==> config.mk <==
export PLATFORM = sky130hd
export DESIGN_NAME = buddy_block_allocator_top
export DESIGN_NICKNAME = d
export VERILOG_FILES = /design/src/rtl/core/bba_pkg.sv /design/src/rtl/core/buddy_block_allocator_top.sv /design/src/rtl/core/bba_tree_store.sv
export SDC_FILE = /design/constraint.sdc
export NUM_CORES = 2
export LEC_CHECK = 0
export BUFFER_PORTS_ARGS = -buffer_cell sky130_fd_sc_hd__buf_4
export CAP_MARGIN = 20
export CORE_AREA = 8 8 363 365
export CTS_CLUSTER_SIZE = 20
export DETAILED_ROUTE_END_ITERATION = 12
export DIE_AREA = 0 0 371 373
export HOLD_SLACK_MARGIN = 0.06
export PLACE_DENSITY = 0.58
export RECOVER_POWER = 50
export SLEW_MARGIN = 20
export SYNTH_ARGS = -nofsm -noshare
export SYNTH_HDL_FRONTEND = slang
export SYNTH_SLANG_ARGS = --single-unit
==> constraint.sdc <==
create_clock -name clk -period 17.9 [get_ports clk]
set_clock_uncertainty 0.1 [all_clocks]
set_input_delay 3.58 -clock clk [delete_from_list [all_inputs] [get_ports clk]]
set_output_delay 3.58 -clock clk [all_outputs]
set_load 0.01 [all_outputs]
==> src/rtl/core/bba_pkg.sv <==
// Types, codes and helper functions of the buddy block allocator.
package bba_pkg;

    localparam int UNITS_W  = 16;
    localparam int WANT_W   = UNITS_W + 1;
    localparam int OFFSET_W = 6;
    localparam int BUNITS_W = 7;

    localparam logic [1:0] REQ_ALLOC = 2'd0;
    localparam logic [1:0] REQ_FREE  = 2'd1;
    localparam logic [1:0] REQ_SIZE  = 2'd2;

    localparam logic [1:0] STAT_OK       = 2'd0;
    localparam logic [1:0] STAT_NOSPACE  = 2'd1;
    localparam logic [1:0] STAT_NOTALLOC = 2'd2;

    typedef struct packed {
        logic [1:0]          req_type;
        logic [UNITS_W-1:0]  req_units;
        logic [OFFSET_W-1:0] block_offset;
    } req_t;

    typedef struct packed {
        logic [1:0]          status;
        logic [OFFSET_W-1:0] result_offset;
        logic [BUNITS_W-1:0] block_units;
    } resp_t;

    // Smallest power of two not below the request; zero counts as one.
    function automatic logic [WANT_W-1:0] round_up_pow2(input logic [UNITS_W-1:0] units);
        logic [UNITS_W-1:0] m;
        logic [WANT_W-1:0]  res;
        begin
            m = units - UNITS_W'(1);
            m = m | (m >> 1);
            m = m | (m >> 2);
            m = m | (m >> 4);
            m = m | (m >> 8);
            if (units <= UNITS_W'(1))
            begin
                res = WANT_W'(1);
            end
            else
            begin
                res = WANT_W'(m) + WANT_W'(1);
            end
            return res;
        end
    endfunction

endpackage

==> src/rtl/core/buddy_block_allocator_top.sv <==
// Binary buddy allocator over POOL_UNITS units. The free-size tree (2*POOL_UNITS-1 nodes, heap
// order) lives in one memory with a registered read port, and every request walks it one node
// read per cycle. After reset the tree is initialized by a sweep over every node, and req_stall
// stays high until that sweep is done. An allocate checks the root, walks down to the chosen
// block, whose depth is log2(POOL_UNITS/size), walks back up rewriting ancestors, loads the
// response register and returns to idle, where the next request is taken; a request that finds
// no space, or asks for the whole pool, goes from the root check straight to the response. A
// free walks up from the leaf to the used node, then on up to the root, and an offset that is
// not allocated walks up as far as the root; a size query stops once the used node is found.
// The single memory read port limits each walk to one node per cycle. One request is worked
// on at a time; the response word sits in an output register, so a new request may be taken
// while it waits.
module buddy_block_allocator_top
    import bba_pkg::*;
#(
    parameter int POOL_UNITS = 64
)
(
    input  logic  clk,
    input  logic  rst_n,
    input  logic  req_valid,
    output logic  req_stall,
    input  req_t  req,
    output logic  rsp_valid,
    input  logic  rsp_stall,
    output resp_t rsp
);

    localparam int TREE_NODES = 2 * POOL_UNITS - 1;
    localparam int AW         = $clog2(TREE_NODES);
    localparam int LW         = $clog2(POOL_UNITS) + 1;
    localparam int OW         = $clog2(POOL_UNITS);

    typedef enum logic [2:0] {
        S_CLEAR,
        S_IDLE,
        S_ROOT,
        S_DOWN,
        S_UP,
        S_FIND,
        S_RESP
    } state_t;

    state_t              state_reg, state_next;
    logic [1:0]          type_reg, type_next;
    logic [WANT_W-1:0]   want_reg, want_next;
    logic [AW-1:0]       cur_reg, cur_next;
    logic [LW-1:0]       ns_reg, ns_next;
    logic [LW-1:0]       val_reg, val_next;
    logic [OW-1:0]       roff_reg, roff_next;
    resp_t               res_reg, res_next;
    resp_t               rsp_reg, rsp_next;
    logic                rsp_valid_reg, rsp_valid_next;

    logic                mem_we;
    logic [AW-1:0]       mem_waddr;
    logic [LW-1:0]       mem_wdata;
    logic [AW-1:0]       mem_raddr;
    logic [LW-1:0]       mem_rdata;
    logic                mem_ready;

    logic                accept;
    logic                off_in_pool;
    logic [AW-1:0]       leaf;
    logic [LW-1:0]       half;
    logic [AW-1:0]       left;
    logic [AW-1:0]       child;
    logic                go_left;
    logic [AW-1:0]       parent;
    logic [AW-1:0]       sib_cur;
    logic [AW-1:0]       sib_child;
    logic [AW-1:0]       sib_parent;
    logic [LW-1:0]       ns_up;
    logic [LW:0]         pair_sum;
    logic [LW-1:0]       merged;

    bba_tree_store #(
        .POOL_UNITS (POOL_UNITS)
    ) u_store (
        .clk     (clk),
        .rst_n   (rst_n),
        .wr_en   (mem_we),
        .wr_addr (mem_waddr),
        .wr_data (mem_wdata),
        .rd_addr (mem_raddr),
        .rd_data (mem_rdata),
        .ready   (mem_ready)
    );

    assign accept      = (state_reg == S_IDLE) && req_valid;
    assign off_in_pool = 32'(req.block_offset) < POOL_UNITS;
    assign leaf        = AW'(req.block_offset) + AW'(POOL_UNITS - 1);

    // Tree navigation around the current node.
    assign half       = ns_reg >> 1;
    assign left       = {cur_reg[AW-2:0], 1'b1};
    assign go_left    = WANT_W'(mem_rdata) >= want_reg;
    assign child      = go_left ? left : left + AW'(1);
    assign parent     = (cur_reg - AW'(1)) >> 1;
    assign sib_cur    = cur_reg[0] ? cur_reg + AW'(1) : cur_reg - AW'(1);
    assign sib_child  = child[0] ? child + AW'(1) : child - AW'(1);
    assign sib_parent = parent[0] ? parent + AW'(1) : parent - AW'(1);
    assign ns_up      = ns_reg << 1;
    assign pair_sum   = (LW+1)'(val_reg) + (LW+1)'(mem_rdata);

    // A parent whose two halves are entirely free becomes one free block.
    always_comb
    begin
        if (pair_sum == (LW+1)'(ns_up))
        begin
            merged = ns_up;
        end
        else if (val_reg > mem_rdata)
        begin
            merged = val_reg;
        end
        else
        begin
            merged = mem_rdata;
        end
    end

    always_comb
    begin
        state_next     = state_reg;
        type_next      = type_reg;
        want_next      = want_reg;
        cur_next       = cur_reg;
        ns_next        = ns_reg;
        val_next       = val_reg;
        roff_next      = roff_reg;
        res_next       = res_reg;
        rsp_next       = rsp_reg;
        rsp_valid_next = rsp_valid_reg && rsp_stall;
        mem_we         = 1'b0;
        mem_waddr      = cur_reg;
        mem_wdata      = '0;
        mem_raddr      = '0;

        case (state_reg)
            S_CLEAR:
            begin
                if (mem_ready)
                begin
                    state_next = S_IDLE;
                end
            end

            S_IDLE:
            begin
                if (req.req_type != REQ_ALLOC && off_in_pool)
                begin
                    mem_raddr = leaf;
                end
                if (accept)
                begin
                    type_next = req.req_type;
                    want_next = round_up_pow2(req.req_units);
                    roff_next = '0;
                    res_next  = '0;
                    case (req.req_type)
                        REQ_ALLOC:
                        begin
                            cur_next   = '0;
                            ns_next    = LW'(POOL_UNITS);
                            state_next = S_ROOT;
                        end
                        REQ_FREE, REQ_SIZE:
                        begin
                            cur_next = leaf;
                            ns_next  = LW'(1);
                            if (off_in_pool)
                            begin
                                state_next = S_FIND;
                            end
                            else
                            begin
                                res_next.status = STAT_NOTALLOC;
                                state_next      = S_RESP;
                            end
                        end
                        default:
                        begin
                            state_next = S_RESP;
                        end
                    endcase
                end
            end

            S_ROOT:
            begin
                if (WANT_W'(mem_rdata) < want_reg)
                begin
                    res_next.status = STAT_NOSPACE;
                    state_next      = S_RESP;
                end
                else if (want_reg == WANT_W'(POOL_UNITS))
                begin
                    mem_we                = 1'b1;
                    mem_waddr             = '0;
                    mem_wdata             = '0;
                    res_next.status       = STAT_OK;
                    res_next.block_units  = BUNITS_W'(want_reg);
                    state_next            = S_RESP;
                end
                else
                begin
                    mem_raddr  = AW'(1);
                    state_next = S_DOWN;
                end
            end

            // The read in flight is the left child of the current node.
            S_DOWN:
            begin
                cur_next = child;
                ns_next  = half;
                if (!go_left)
                begin
                    roff_next = roff_reg + OW'(half);
                end
                if (WANT_W'(half) == want_reg)
                begin
                    mem_we                 = 1'b1;
                    mem_waddr              = child;
                    mem_wdata              = '0;
                    mem_raddr              = sib_child;
                    val_next               = '0;
                    res_next.status        = STAT_OK;
                    res_next.result_offset = OFFSET_W'(go_left ? roff_reg
                                                               : roff_reg + OW'(half));
                    res_next.block_units   = BUNITS_W'(want_reg);
                    state_next             = S_UP;
                end
                else
                begin
                    mem_raddr = {child[AW-2:0], 1'b1};
                end
            end

            // The read in flight is the sibling of the current node.
            S_UP:
            begin
                mem_we    = 1'b1;
                mem_waddr = parent;
                mem_wdata = merged;
                cur_next  = parent;
                val_next  = merged;
                ns_next   = ns_up;
                if (parent == '0)
                begin
                    state_next = S_RESP;
                end
                else
                begin
                    mem_raddr = sib_parent;
                end
            end

            // The read in flight is the current node on the way up from the leaf.
            S_FIND:
            begin
                if (mem_rdata != '0)
                begin
                    if (cur_reg == '0)
                    begin
                        res_next.status = STAT_NOTALLOC;
                        state_next      = S_RESP;
                    end
                    else
                    begin
                        cur_next  = parent;
                        ns_next   = ns_up;
                        mem_raddr = parent;
                    end
                end
                else
                begin
                    res_next.status      = STAT_OK;
                    res_next.block_units = BUNITS_W'(ns_reg);
                    if (type_reg == REQ_SIZE)
                    begin
                        state_next = S_RESP;
                    end
                    else
                    begin
                        mem_we    = 1'b1;
                        mem_waddr = cur_reg;
                        mem_wdata = ns_reg;
                        val_next  = ns_reg;
                        if (cur_reg == '0)
                        begin
                            state_next = S_RESP;
                        end
                        else
                        begin
                            mem_raddr  = sib_cur;
                            state_next = S_UP;
                        end
                    end
                end
            end

            S_RESP:
            begin
                if (!rsp_valid_reg || !rsp_stall)
                begin
                    rsp_next       = res_reg;
                    rsp_valid_next = 1'b1;
                    state_next     = S_IDLE;
                end
            end

            default:
            begin
                state_next = S_IDLE;
            end
        endcase
    end

    always_ff @(posedge clk or negedge rst_n)
    begin
        if (!rst_n)
        begin
            state_reg     <= S_CLEAR;
            rsp_valid_reg <= 1'b0;
            type_reg      <= '0;
            want_reg      <= '0;
            cur_reg       <= '0;
            ns_reg        <= '0;
            val_reg       <= '0;
            roff_reg      <= '0;
            res_reg       <= '0;
            rsp_reg       <= '0;
        end
        else
        begin
            state_reg     <= state_next;
            rsp_valid_reg <= rsp_valid_next;
            type_reg      <= type_next;
            want_reg      <= want_next;
            cur_reg       <= cur_next;
            ns_reg        <= ns_next;
            val_reg       <= val_next;
            roff_reg      <= roff_next;
            res_reg       <= res_next;
            rsp_reg       <= rsp_next;
        end
    end

    assign req_stall = (state_reg != S_IDLE);
    assign rsp_valid = rsp_valid_reg;
    assign rsp       = rsp_reg;

endmodule

==> src/rtl/core/bba_tree_store.sv <==
// Node memory of the buddy tree with its post-reset initialization sweep.
module bba_tree_store
    import bba_pkg::*;
#(
    parameter int POOL_UNITS = 64
)
(
    input  logic                                   clk,
    input  logic                                   rst_n,
    input  logic                                   wr_en,
    input  logic [$clog2(2*POOL_UNITS-1)-1:0]      wr_addr,
    input  logic [$clog2(POOL_UNITS):0]            wr_data,
    input  logic [$clog2(2*POOL_UNITS-1)-1:0]      rd_addr,
    output logic [$clog2(POOL_UNITS):0]            rd_data,
    output logic                                   ready
);

    localparam int TREE_NODES = 2 * POOL_UNITS - 1;
    localparam int AW         = $clog2(TREE_NODES);
    localparam int LW         = $clog2(POOL_UNITS) + 1;

    logic [LW-1:0] mem [TREE_NODES];

    logic          busy_reg;
    logic          busy_next;
    logic [AW-1:0] idx_reg;
    logic [AW-1:0] idx_next;
    logic [LW-1:0] size_reg;
    logic [LW-1:0] size_next;
    logic [AW:0]   n1;
    logic [AW:0]   n2;
    logic          mem_we;
    logic [AW-1:0] mem_waddr;
    logic [LW-1:0] mem_wdata;
    logic [LW-1:0] rd_data_reg;

    // The sweep writes each node with its full subtree size; the size halves
    // whenever the next index opens a new tree level.
    always_comb
    begin
        n1        = (AW+1)'(idx_reg) + (AW+1)'(1);
        n2        = (AW+1)'(idx_reg) + (AW+1)'(2);
        busy_next = busy_reg;
        idx_next  = idx_reg;
        size_next = size_reg;
        if (busy_reg)
        begin
            idx_next = n1[AW-1:0];
            if ((n2 & n1) == '0)
            begin
                size_next = size_reg >> 1;
            end
            if (idx_reg == AW'(TREE_NODES - 1))
            begin
                busy_next = 1'b0;
            end
        end
    end

    always_ff @(posedge clk or negedge rst_n)
    begin
        if (!rst_n)
        begin
            busy_reg <= 1'b1;
            idx_reg  <= '0;
            size_reg <= LW'(POOL_UNITS);
        end
        else
        begin
            busy_reg <= busy_next;
            idx_reg  <= idx_next;
            size_reg <= size_next;
        end
    end

    assign mem_we    = busy_reg || wr_en;
    assign mem_waddr = busy_reg ? idx_reg  : wr_addr;
    assign mem_wdata = busy_reg ? size_reg : wr_data;

    always_ff @(posedge clk)
    begin
        if (mem_we)
        begin
            mem[mem_waddr] <= mem_wdata;
        end
        rd_data_reg <= mem[rd_addr];
    end

    assign rd_data = rd_data_reg;
    assign ready   = !busy_reg;

endmodule

==> impl_metrics.py <==
metrics = {
    "yosys": {
        "async_reset_ff_share_pct": 9.59,
        "yosys.area.top_type": "edfxtp_1",
        "synth_cell_types": 91,
        "yosysMostFrequentCell": "edfxtp_1",
        "synth_top_area_share_pct": 61.2,
        "synth_warnings": 0,
        "yosysSeqAreaShare_pct": 66.9,
        "synth_seq_cells": 991,
        "synth.net_count": 3633,
        "syn_area_um2": 43700,
        "postSynthCellCount": 3554,
        "synth-edff-count": 889,
        "synthTopCellsByCount": "edfxtp_1, nand2_1, nor2_1, a21oi_1, o21ai_0",
        "syn_area_per_cell_um2": 12.3,
        "netlist_top_cells_area": "edfxtp_1, dfrtp_1, nand2_1, nor2_1, a21oi_1",
        "ys.flop_type": "edfxtp_1",
    },
    "drt": {
        "avgViaCountPerCell": 5.80,
        "drt_wl_total_mm": 139,
        "vias": 30710,
        "drc": 0,
        "firstDrtPassIters": 7,
        "drt_iter0_drc": 4222,
        "wire_per_inst_um": 26.2,
        "final_antenna_net_count": 0,
    },
    "worst_setup_path": {
        "cp_slowest_cell": "clkbuf_1",
        "critPathMaxStageDelay_ns": 2.61,
        "cp.required_ns": 17.85,
        "cp_cell_sequence": "inv_1, ha_1, nand2b_1, a21oi_1, o21bai_1, and2_0, a22o_1, o21bai_1, a2111oi_0, and2_0, o31ai_1, nand2_1, o21ai_4, clkbuf_1, clkbuf_1",
        "worstRegToRegCells": 15,
        "worstSetupStartpointType": "flop",
        "arrival_ns": 8.62,
        "worstSetupPathType": "flop to flop",
        "cp-end-kind": "flop",
        "crit_fanout": 71,
    },
    "cells_and_area": {
        "final_cells": 5296,
        "syn_to_final_growth_pct": 11.9,
        "final_nets": 3625,
        "drive_gt1_share_pct": 8.20,
        "post-route-util_pct": 38.7,
        "largest_register_ffs": 889,
    },
    "sta": {
        "period_minus_slack_ns": 8.67,
        "final-hold-violation-count": 0,
        "max_freq_mhz": 115,
        "setup_viol": 0,
        "setup_tns_ns": 0,
        "period_share_pct": 48.5,
        "rsz0062_at_grt": "false",
        "relSlewSlack_pct": -148,
        "setup_ws_ns": 9.23,
        "tightest_slew_ns": 3.72,
        "drv_slew": 592,
    },
    "placed_design": {
        "finalWeightedCongestion": 0.892,
        "portBuffers": 44,
        "dp_slack_ns": 9.05,
        "place_inst": 5102,
        "place_hpwl_mm": 83.7,
    },
    "flow_run": {
        "maxCapViolations": 13,
    },
    "grt": {
        "gr-total-overflow": 0,
        "grtUsageTotal_pct": 19.2,
        "first_global_vias": 29248,
        "grt_pass1_wl_mm": 201,
        "grt_max_degree": 88,
        "antenna_found_initial": 1,
    },
    "die": {
        "die_w_um": 371,
        "fp.dieArea_um2": 138000,
        "start_util_pct": 34.5,
        "io_pins": 45,
        "die_h_um": 373,
        "coreArea_um2": 126000,
        "rows": 131,
    },
    "cts": {
        "post_cts.repair.setup_buffers": 0,
        "cts_tree": "done",
        "post_cts_resized": 0,
        "clk_pin_slew_worst_paths_ns": 0.06,
        "cts_sinks": 991,
        "clock_latency_ns": 0.71,
        "htreeDepth": 3,
        "hold_buffers": 0,
        "root_buffer": "clkbuf_16",
        "cts_buffers": 104,
        "cts_max_path_buffers": 3,
    },
    "hold_path": {
        "hold_class": "flop to flop",
        "worstHoldPathCells": 2,
    },
    "run_status": {
        "outcome": "complete, but fails checks",
        "violations": "max-capacitance violations, max-slew violations",
    },
    "power": {
        "p_total_uw": 9400,
        "vdd_drop_max_uv": 162,
        "p_leak_uw": 0.0175,
        "p_per_area_nw_per_um2": 192,
    },
}
-- layer usage --
| layer | vias up | routed length, um | GRT usage [%] |
|---|---|---|---|
| li1 | 13382 | - | - |
| met1 | 15380 | 57200 | 26.8 |
| met2 | 1648 | 63100 | 29.8 |
| met3 | 300 | 13100 | 3.19 |
| met4 | 0 | 5360 | 7.46 |
| met5 | - | 0 | 0 |
-- path summary, 6_finish.rpt --
kind | startpoint | slack [ns] | to
worst max-delay path | u_store.rd_data[2] | 9.23 | u_store.mem[77][0]
worst min-delay path | res_reg[8] | 0.37 | res_reg[8]
worst max register to register | u_store.rd_data[2] | 9.23 | u_store.mem[77][0]
worst min register to register | res_reg[8] | 0.37 | res_reg[8]
max in group asynchronous | rst_n | 10.42 | rsp[7]
min in group asynchronous | rst_n | 3.52 | cur_reg[4]
-- cells in the final DEF, fill, tap and decap left out, types with 38 or more instances in the layout --
cell type / synthesis / layout
edfxtp_1: 889 / 889
o21ai_0: 151 / 149
inv_1: 49 / 49
nand3_1: 150 / 150
dfrtp_1: 93 / 93
clkbuf_1: 99 / 52
buf_4: 13 / 75
and3_1: 38 / 38
nor3_1: 69 / 70
a21oi_1: 202 / 200
clkbuf_16: 0 / 105
a31oi_1: 48 / 48
mux2i_1: 80 / 80
nand2_1: 573 / 569
a221oi_1: 54 / 54
nor2_1: 299 / 295
xnor2_1: 38 / 38
ha_1: 48 / 48
-- layout make-up --
type | instances | area [um2]
Multi-Input combinational cell | 2287 | 13400
Tap cell | 1662 | 2080
Antenna cell | 1 | 2.50
Fill cell | 11987 | 77500
Clock inverter | 65 | 489
Sequential cell | 991 | 29200
Inverter | 52 | 195
Clock buffer | 128 | 2730
Timing Repair Buffer | 110 | 734
-- power by group --
part / internal [uW] / total, uW / switching, uW
combinational: 1240 / 4580 / 3350
sequential: 2610 / 2750 / 145
clock: 1130 / 2060 / 925
total: 4980 / 9400 / 4420
-- stage by stage --
step	hold WS, ns	instance area, um2
2_1_floorplan	0.341	43700
3_3_place_gp	0.366	45800
3_5_place_dp	0.374	45800
4_1_cts	0.387	49000
5_1_grt	0.408	48800
6_report	0.375	48800
-- cell families (layout without fill, tap and decap cells) --
logic type / count (synthesis) / after routing / share of synthesized area, %
AO/OA/AOI/OAI: 767 / 767 / 11.7
XOR/XNOR: 63 / 63 / 1.26
adder cells (fa/ha/maj): 51 / 51 / 1.51
buffers and inverters: 276 / 355 / 2.77
flip-flops: 991 / 991 / 66.9
multiplexers: 118 / 118 / 2.84
other: 0 / 1 / 0
AND/OR/NAND/NOR: 1288 / 1288 / 13.0
-- worst max-delay path: cells and delay by family (launching register included) --
| kind | cells | cell delay (ns) |
|---|---|---|
| AO/OA/AOI/OAI | 7 | 1.23 |
| adder cells (fa/ha/maj) | 1 | 0.35 |
| buffers and inverters | 3 | 4.82 |
| flip-flops | 1 | 0.58 |
| AND/OR/NAND/NOR | 4 | 0.87 |
(Power assumes the default switching activity.)
